<file path="config.mk">
export PLATFORM = sky130hd
export DESIGN_NAME = sorted_key_store_listing
export DESIGN_NICKNAME = d
export VERILOG_FILES = /design/src/hdl/sks_pkg.sv /design/src/hdl/sks_datapath.sv /design/src/hdl/sks_control.sv /design/src/hdl/sorted_key_store_listing.sv
export VERILOG_INCLUDE_DIRS = /design/src /design/src/hdl
export SDC_FILE = /design/constraint.sdc
export NUM_CORES = 2
export LEC_CHECK = 0
export BUFFER_PORTS_ARGS = -buffer_cell sky130_fd_sc_hd__buf_2
export CAP_MARGIN = 20
export CORE_MARGIN = 1.5
export CORE_UTILIZATION = 55
export CTS_BUF_LIST = sky130_fd_sc_hd__clkbuf_2 sky130_fd_sc_hd__clkbuf_4 sky130_fd_sc_hd__clkbuf_8
export CTS_CLUSTER_DIAMETER = 120
export DETAILED_ROUTE_END_ITERATION = 6
export GPL_TIMING_DRIVEN = 0
export PLACE_DENSITY = 0.71
export RECOVER_POWER = 100
export SLEW_MARGIN = 10
export SYNTH_ARGS = -nofsm -noshare
export SYNTH_HDL_FRONTEND = slang
export SYNTH_SLANG_ARGS = --single-unit
</file>
<file path="constraint.sdc">
create_clock -name clock -period 8.2 [get_ports clock]
set_input_delay 0.82 -clock clock [delete_from_list [all_inputs] [get_ports clock]]
set_output_delay 0.82 -clock clock [all_outputs]
set_load 0.005 [all_outputs]
</file>
<file path="src/hdl/sorted_key_store_listing_assert.svh">
// assertion helpers used by the datapath rtl
`ifndef SORTED_KEY_STORE_LISTING_ASSERT_SVH
`define SORTED_KEY_STORE_LISTING_ASSERT_SVH

// condition that must hold on every clock out of reset
`define SKS_ASSERT_ALWAYS(label, cond, msg) \
   label: assert property (@(posedge clock) disable iff (reset) (cond)) else $error(msg);

// same-cycle implication
`define SKS_ASSERT_IMPL(label, ante, cons, msg) \
   label: assert property (@(posedge clock) disable iff (reset) (ante) |-> (cons)) \
      else $error(msg);

`endif

</file>
<file path="src/hdl/sks_pkg.sv">
`timescale 1ns / 1ps
package sks_pkg;

   localparam int DEF_CAPACITY = 64;

   localparam logic [1:0] MODE_INSERT = 2'd0;
   localparam logic [1:0] MODE_ASCEND = 2'd1;
   localparam logic [1:0] MODE_DESCEND = 2'd2;

   localparam logic [1:0] KIND_KEY = 2'd0;
   localparam logic [1:0] KIND_EMPTY = 2'd1;
   localparam logic [1:0] KIND_FULL = 2'd2;

   typedef struct packed {
      logic [1:0]         mode;
      logic signed [31:0] key;
   } req_type;

   typedef struct packed {
      logic signed [31:0] key_out;
      logic [1:0]         kind;
      logic               last;
   } rsp_type;

   typedef struct packed {
      logic       load;        // latch word, set pointer
      logic       rd;          // registered memory read
      logic       shift;       // move read entry up one slot
      logic       place;       // write key at pointer, count up
      logic       step;        // listing pointer advance
      logic       emit_key;
      logic       emit_status;
      logic [1:0] status_kind;
   } cmd_type;

   typedef struct packed {
      logic count_zero;
      logic full;
      logic gt;
      logic ptr_zero;
      logic list_done;
   } status_type;

endpackage

</file>
<file path="src/hdl/sks_datapath.sv">
`timescale 1ns / 1ps
`include "sorted_key_store_listing_assert.svh"
module sks_datapath #(
   parameter int CAPACITY = sks_pkg::DEF_CAPACITY
) (
   input  logic               clock,
   input  logic               reset,
   input  sks_pkg::req_type   req,
   input  sks_pkg::cmd_type   cmd,
   output sks_pkg::status_type status,
   output logic               rsp_valid,
   output sks_pkg::rsp_type   rsp
);
   import sks_pkg::*;

   localparam int AW = (CAPACITY > 1) ? $clog2(CAPACITY) : 1;
   localparam int CW = $clog2(CAPACITY + 1);

   logic signed [31:0] mem [CAPACITY];
   logic signed [31:0] rd_data_ff;
   logic signed [31:0] key_ff, key_in;
   logic [1:0]         mode_ff, mode_in;
   logic [CW-1:0]      count_ff, count_in;
   logic [CW-1:0]      ptr_ff, ptr_in;
   logic               rsp_valid_ff, rsp_valid_in;
   rsp_type            rsp_ff, rsp_in;
   logic [CW-1:0]      raddr;

   assign raddr = (mode_ff == MODE_INSERT) ? ptr_ff - CW'(1) : ptr_ff;

   always_comb begin
      key_in = key_ff;
      mode_in = mode_ff;
      count_in = count_ff;
      ptr_in = ptr_ff;
      if (cmd.load) begin
         key_in = req.key;
         mode_in = req.mode;
         if (req.mode == MODE_INSERT) begin
            ptr_in = count_ff;
         end else if (req.mode == MODE_ASCEND) begin
            ptr_in = '0;
         end else begin
            ptr_in = count_ff - CW'(1);
         end
      end
      if (cmd.shift) ptr_in = ptr_ff - CW'(1);
      if (cmd.place) count_in = count_ff + CW'(1);
      if (cmd.step) begin
         ptr_in = (mode_ff == MODE_ASCEND) ? ptr_ff + CW'(1) : ptr_ff - CW'(1);
      end
      rsp_valid_in = cmd.emit_key | cmd.emit_status;
      rsp_in = rsp_ff;
      if (cmd.emit_key) begin
         rsp_in.key_out = rd_data_ff;
         rsp_in.kind = KIND_KEY;
         rsp_in.last = status.list_done;
      end else if (cmd.emit_status) begin
         rsp_in.key_out = '0;
         rsp_in.kind = cmd.status_kind;
         rsp_in.last = 1'b1;
      end
   end

   always_ff @(posedge clock) begin
      if (reset) begin
         count_ff <= '0;
         rsp_valid_ff <= 1'b0;
      end else begin
         count_ff <= count_in;
         rsp_valid_ff <= rsp_valid_in;
      end
      key_ff <= key_in;
      mode_ff <= mode_in;
      ptr_ff <= ptr_in;
      rsp_ff <= rsp_in;
   end

   always_ff @(posedge clock) begin
      if (cmd.rd) rd_data_ff <= mem[raddr[AW-1:0]];
      if (cmd.shift) begin
         mem[ptr_ff[AW-1:0]] <= rd_data_ff;
      end else if (cmd.place) begin
         mem[ptr_ff[AW-1:0]] <= key_ff;
      end
   end

   always_comb begin
      status.count_zero = (count_ff == '0);
      status.full = (count_ff == CW'(CAPACITY));
      status.gt = (rd_data_ff > key_ff);
      status.ptr_zero = (ptr_ff == '0);
      status.list_done = (mode_ff == MODE_ASCEND) ? (ptr_ff == count_ff - CW'(1))
                                                  : (ptr_ff == '0);
   end

   assign rsp_valid = rsp_valid_ff;
   assign rsp = rsp_ff;

   `SKS_ASSERT_ALWAYS(a_count_max, count_ff <= CW'(CAPACITY), "entry count past capacity")
   `SKS_ASSERT_IMPL(a_shift_ptr, cmd.shift, ptr_ff != '0, "shift at bottom of row")
   `SKS_ASSERT_IMPL(a_place_room, cmd.place, count_ff < CW'(CAPACITY), "place into full row")
   `SKS_ASSERT_IMPL(a_status_last, rsp_valid_ff && rsp_ff.kind != KIND_KEY, rsp_ff.last,
                    "status word without last mark")
endmodule

</file>
<file path="src/hdl/sks_control.sv">
`timescale 1ns / 1ps
module sks_control (
   input  logic                clock,
   input  logic                reset,
   input  logic                start,
   input  sks_pkg::req_type    req,
   input  sks_pkg::status_type status,
   output logic                busy,
   output sks_pkg::cmd_type    cmd
);
   import sks_pkg::*;

   typedef enum logic [2:0] {
      ST_IDLE, ST_INS_RD, ST_INS_CMP, ST_LST_RD, ST_LST_EMIT
   } state_type;

   state_type state_ff, state_in;

   always_comb begin
      state_in = state_ff;
      cmd = '0;
      case (state_ff)
         ST_IDLE: begin
            if (start) begin
               case (req.mode)
                  MODE_INSERT: begin
                     if (req.key != 0) begin
                        if (status.full) begin
                           cmd.emit_status = 1'b1;
                           cmd.status_kind = KIND_FULL;
                        end else begin
                           cmd.load = 1'b1;
                           state_in = ST_INS_RD;
                        end
                     end
                  end
                  MODE_ASCEND, MODE_DESCEND: begin
                     if (status.count_zero) begin
                        cmd.emit_status = 1'b1;
                        cmd.status_kind = KIND_EMPTY;
                     end else begin
                        cmd.load = 1'b1;
                        state_in = ST_LST_RD;
                     end
                  end
                  default: ;
               endcase
            end
         end
         ST_INS_RD: begin
            if (status.ptr_zero) begin
               cmd.place = 1'b1;
               state_in = ST_IDLE;
            end else begin
               cmd.rd = 1'b1;
               state_in = ST_INS_CMP;
            end
         end
         ST_INS_CMP: begin
            if (status.gt) begin
               cmd.shift = 1'b1;
               state_in = ST_INS_RD;
            end else begin
               cmd.place = 1'b1;
               state_in = ST_IDLE;
            end
         end
         ST_LST_RD: begin
            cmd.rd = 1'b1;
            state_in = ST_LST_EMIT;
         end
         ST_LST_EMIT: begin
            cmd.emit_key = 1'b1;
            if (status.list_done) begin
               state_in = ST_IDLE;
            end else begin
               cmd.step = 1'b1;
               state_in = ST_LST_RD;
            end
         end
         default: state_in = ST_IDLE;
      endcase
   end

   always_ff @(posedge clock) begin
      if (reset) begin
         state_ff <= ST_IDLE;
      end else begin
         state_ff <= state_in;
      end
   end

   assign busy = (state_ff != ST_IDLE);
endmodule

</file>
<file path="src/hdl/sorted_key_store_listing.sv">
`timescale 1ns / 1ps
// insert: each entry moved passes through a read state and a compare state, then the key is placed
// listing: each key takes one memory read and one emit, and the emitted word is registered
// status words (full, empty) come in the cycle after start with no busy time
// each step waits on the single read port of the key memory
// synchronous reset empties the store and returns the controller to idle
module sorted_key_store_listing #(
   parameter int CAPACITY = sks_pkg::DEF_CAPACITY
) (
   input  logic             clock,
   input  logic             reset,
   input  logic             start,
   input  sks_pkg::req_type req_word,
   output logic             busy,
   output logic             rsp_valid,
   output sks_pkg::rsp_type rsp_word
);
   import sks_pkg::*;

   cmd_type    cmd;
   status_type status;

   sks_control u_control (
      .clock  (clock),
      .reset  (reset),
      .start  (start),
      .req    (req_word),
      .status (status),
      .busy   (busy),
      .cmd    (cmd)
   );

   sks_datapath #(.CAPACITY(CAPACITY)) u_datapath (
      .clock     (clock),
      .reset     (reset),
      .req       (req_word),
      .cmd       (cmd),
      .status    (status),
      .rsp_valid (rsp_valid),
      .rsp       (rsp_word)
   );
endmodule

</file>
==> out/metrics.csv <==
stage;metric;value;unit
status;status;finished, violations left;
status;violated checks;max-capacitance violations, max-slew violations;
placement;Port-buffer cells;73;
timing;period utilisation layout;0.833;
logic_synthesis;Post-synth EDFFs;2154;
worst_setup_path;Critical Path AT;7.68;ns
worst_setup_path;Worst EP required;9.05;ns
timing;Slew headroom;-0.961;
worst_setup_path;critical path peak fanout;10;
timing;min Tclk post-route;6.83;ns
global_routing;Tot GR Track Use;0.277;
clocking;clock latency on the worst-skew pair;1.04;ns
floorplanning;area of the core;152000;sq um
floorplanning;I/O pin count;74;
timing;fin. max-slew vios;2749;
layout;final net count;4550;
timing;Final Hold Vio Count;0;
logic_synthesis;Yosys reg bits;2167;
clocking;Max H-tree Level;5;
logic_synthesis;largest family of logic cells by synthesized area;multiplexers;
route;DRT antenna net count;0;
worst_setup_path;Cell Chain, Critical Path;clkbuf_1, inv_1, ha_1, a21oi_1, clkbuf_1, clkbuf_1, clkbuf_1, mux4_2, mux2i_1, a32oi_1, o2111ai_1, nor2_1;
route;# DRC;0;
timing;RSZ-0062 raised after global routing;false;
worst_setup_path;WP buf/inv;5;
timing;fmax;0.146;GHz
clocking;post-cts resize count;0;
worst_setup_path;CP Class;flop to flop;
logic_synthesis;ranking of synthesized cells by area;edfxtp_1 (77%), mux4_2 (15%), nand2_1 (1.2%);
logic_synthesis;cell area after synthesis;84000;sq um
logic_synthesis;Yosys cell types;60;
timing;setup violators final;0;
timing;Tightest Pin Transition;2.91;ns
global_routing;gr ovfl total;0;
timing;final critical-path setup slack;1.37;ns
power;Leakage;0.0300;uW
logic_synthesis;syn_nets;3953;
floorplanning;row count;143;
placement;DP Worst Slack;2.53;ns
logic_synthesis;Seq/Total Area, Yosys;0.773;
route;Total Wirelength;214;mm
logic_synthesis;leading area contributor after synthesis;edfxtp_1;
layout;layout cells sized above 1;0.265;
worst_setup_path;family with the most delay on the worst path;buffers and inverters;
logic_synthesis;Synth Area in XOR/XNOR;0.00228;
clocking;clock root buffer master;clkbuf_8;
logic_synthesis;mux contribution to synthesized area;0.158;
power;PD cells;265;nW/um^2
logic_synthesis;share of the synthesized area in the top cell type;0.770;
timing;Final Hold Slack;0.104;ns
logic_synthesis;FFs w/ async S/R, synth;0;
route;wire per inst;31.6;microns
flow_run;Max-Cap Viols;121;
logic_synthesis;Post-Synthesis Cells;3877;
hold_path;hold crit path type;input port to flop;
clocking;CTS Buf Count;348;
placement;routability cong.;0.904;
floorplanning;Starting Density;0.554;
worst_setup_path;Critical Path Start Type;flop;
logic_synthesis;Synth Area in Compound Gates;0.0153;
floorplanning;Die Height;394;microns
floorplanning;die area;155000;sq um
clocking;Reg clk slew, reported paths;0.06;ns
worst_setup_path;Worst path max stage delay;1.33;ns
route;Via density;6.37;
global_routing;largest net degree at the start of global routing;37;
global_routing;first-pass GRT wire length;305;mm
timing;skew final;0.0619;ns
worst_setup_path;most used cell, CP;clkbuf_1;
clocking;clock sink total;2167;
clocking;CTS tree;done;
global_routing;vias in the first global route;43388;
logic_synthesis;Simple-Gate Fraction of Synth Area;0.0319;
logic_synthesis;Mapped Avg Cell Area;21.7;sq um
route;DRT iter0 DRCs;5715;
layout;final core occ;0.624;
logic_synthesis;Synth warnings;0;
power;VDD IR max;0.000200;V
logic_synthesis;Post-synth top flop;edfxtp_1;
worst_setup_path;crit path max-delay cell type;a21oi_1;
floorplanning;Die W;394;microns
placement;HPWL after DPL;142;mm
clocking;Longest Clk Path Bufs;4;
global_routing;initial antenna violation count;6;
worst_setup_path;Crit. End Element;flop;
route;DRT Pass-1 Iters;5;
route;routed vias;43056;
logic_synthesis;adder-cell share of the synthesized area;0.00581;
power;Tot Pwr;25100;uW
layout;Area Growth Syn to Fin;12.6;%
-- tightest hold or removal path, cell delays in order --
cell and delay, ns:
buf_2 0.11, or4_1 0.11, nand2_1 0.04
-- metrics by stage --
step / TNS, ns / instance area, sq um / std cells
after global routing: 0 / 94600 / 6758
after CTS: 0 / 97300 / 6752
after detailed placement: 0 / 90600 / 6117
after global placement: -3561.82 / 86900 / 5980
after floorplan: 0 / 84000 / 3877
final: 0 / 94600 / 6764
-- area by class of cell --
class,count,area [sq um]
repair buffers,247,1570
multi-input cells,1466,18000
fillers,10403,57100
plain buffers,199,925
clock inverters,138,726
inverters,45,169
flip-flops and latches,2167,64900
diodes,7,17.5
clock buffers,465,5720
well taps,2030,2540
-- cells in the mapped netlist (2+ instances only) --
cell and n:
edfxtp_1 2154, mux4_2 576, nand2_1 264, nor2_1 160
clkbuf_1 84, nand3_1 78, buf_2 75, o21ai_0 56
inv_1 45, ha_1 39, and2_1 35, mux2i_1 33
o2111ai_1 33, a32oi_1 32, a21oi_1 25, buf_4 22
buf_1 17, nor3_1 15, xnor2_1 14, dfxtp_1 13
nor4_1 13, nand4_1 10, or3_1 7, nand2b_1 6
xor2_1 6, a21o_1 4, nor2b_1 4, o211ai_1 4
o21a_1 4, a21boi_0 3, a31oi_1 3, and3_1 3
nand3b_1 3, nor3b_1 3, o31ai_1 3, a21oi_2 2
a221oi_1 2, a22oi_1 2, o21bai_1 2, o31a_1 2
or4_1 2
-- what timing repair did --
item / 4_1_cts / 5_1_grt
hold buffers: 32 / 0
endpoints found under the hold margin: 32 / 0
setup buffers: 0 / 0
-- metal layers --
metal	vias to the layer above	GRT usage	part of all wire
met5	-	0	0.000061
met4	2	0.108	0.041
met3	481	0.0619	0.11
met2	2497	0.436	0.48
met1	22683	0.383	0.37
li1	17393	-	-
-- cells by family (layout without fill, tap and decap cells) --
kind of cell	count (synthesis)	in the layout
AO/OA/AOI/OAI	185	185
XOR/XNOR	21	21
adder cells (fa/ha/maj)	39	39
buffers and inverters	244	1094
flip-flops	2167	2167
multiplexers	610	610
other	0	7
AND/OR/NAND/NOR	611	611
-- power by group --
part           switching [uW]  total [uW]  leakage [uW]  internal [uW]
Clock                    4120        8780       0.00343           4670
Combinational            2270        3390       0.00710           1120
Sequential               49.5       12900        0.0195          12800
Total                    6440       25100        0.0300          18600
-- cell usage in the layout, fill, tap and decap left out, types with 5 or more instances in the layout --
cell	synthesis	final
a21oi_1	25	27
a32oi_1	32	32
and2_0	0	27
and2_1	35	8
buf_1	17	17
buf_12	0	17
buf_2	75	97
buf_4	22	26
bufinv_16	0	5
clkbuf_1	84	250
clkbuf_4	0	109
clkbuf_8	0	356
clkinv_1	0	85
clkinv_2	0	42
clkinvlp_4	0	5
dfxtp_1	13	13
diode_2	0	7
dlygate4sd3_1	0	32
edfxtp_1	2154	2154
ha_1	39	39
inv_1	45	45
mux2i_1	33	33
mux4_2	576	576
nand2_1	264	264
nand2b_1	6	6
nand3_1	78	78
nand4_1	10	10
nor2_1	160	161
nor3_1	15	14
nor4_1	13	13
o2111ai_1	33	33
o21ai_0	56	50
or3_1	7	7
xnor2_1	14	14
xor2_1	6	6
-- flip-flops by register name (all words and copies together), names as in the netlist --
| name | count |
|---|---|
| u_datapath.ptr_ff | 7 |
| u_control.state_ff | 3 |
| u_datapath.mem | 2048 |
| u_datapath.key_ff | 32 |
| u_datapath.rd_data_ff | 32 |
| u_datapath.count_ff | 7 |
| u_datapath.mode_ff | 2 |
| u_datapath.rsp | 35 |
| u_datapath.rsp_valid | 1 |
-- worst paths after layout --
check	from	slack, ns	endpoint	cells past startpoint
hold / removal	reset	0.10	u_datapath.count_ff[5]	3
setup reg to reg	u_datapath.ptr_ff[0]	1.37	u_datapath.rd_data_ff[11]	12
hold reg to reg	u_datapath.rsp[2]	0.52	u_datapath.rsp[2]	2
setup / recovery	u_datapath.ptr_ff[0]	1.37	u_datapath.rd_data_ff[11]	12
Note: power is estimated with default switching activity, not from simulation.
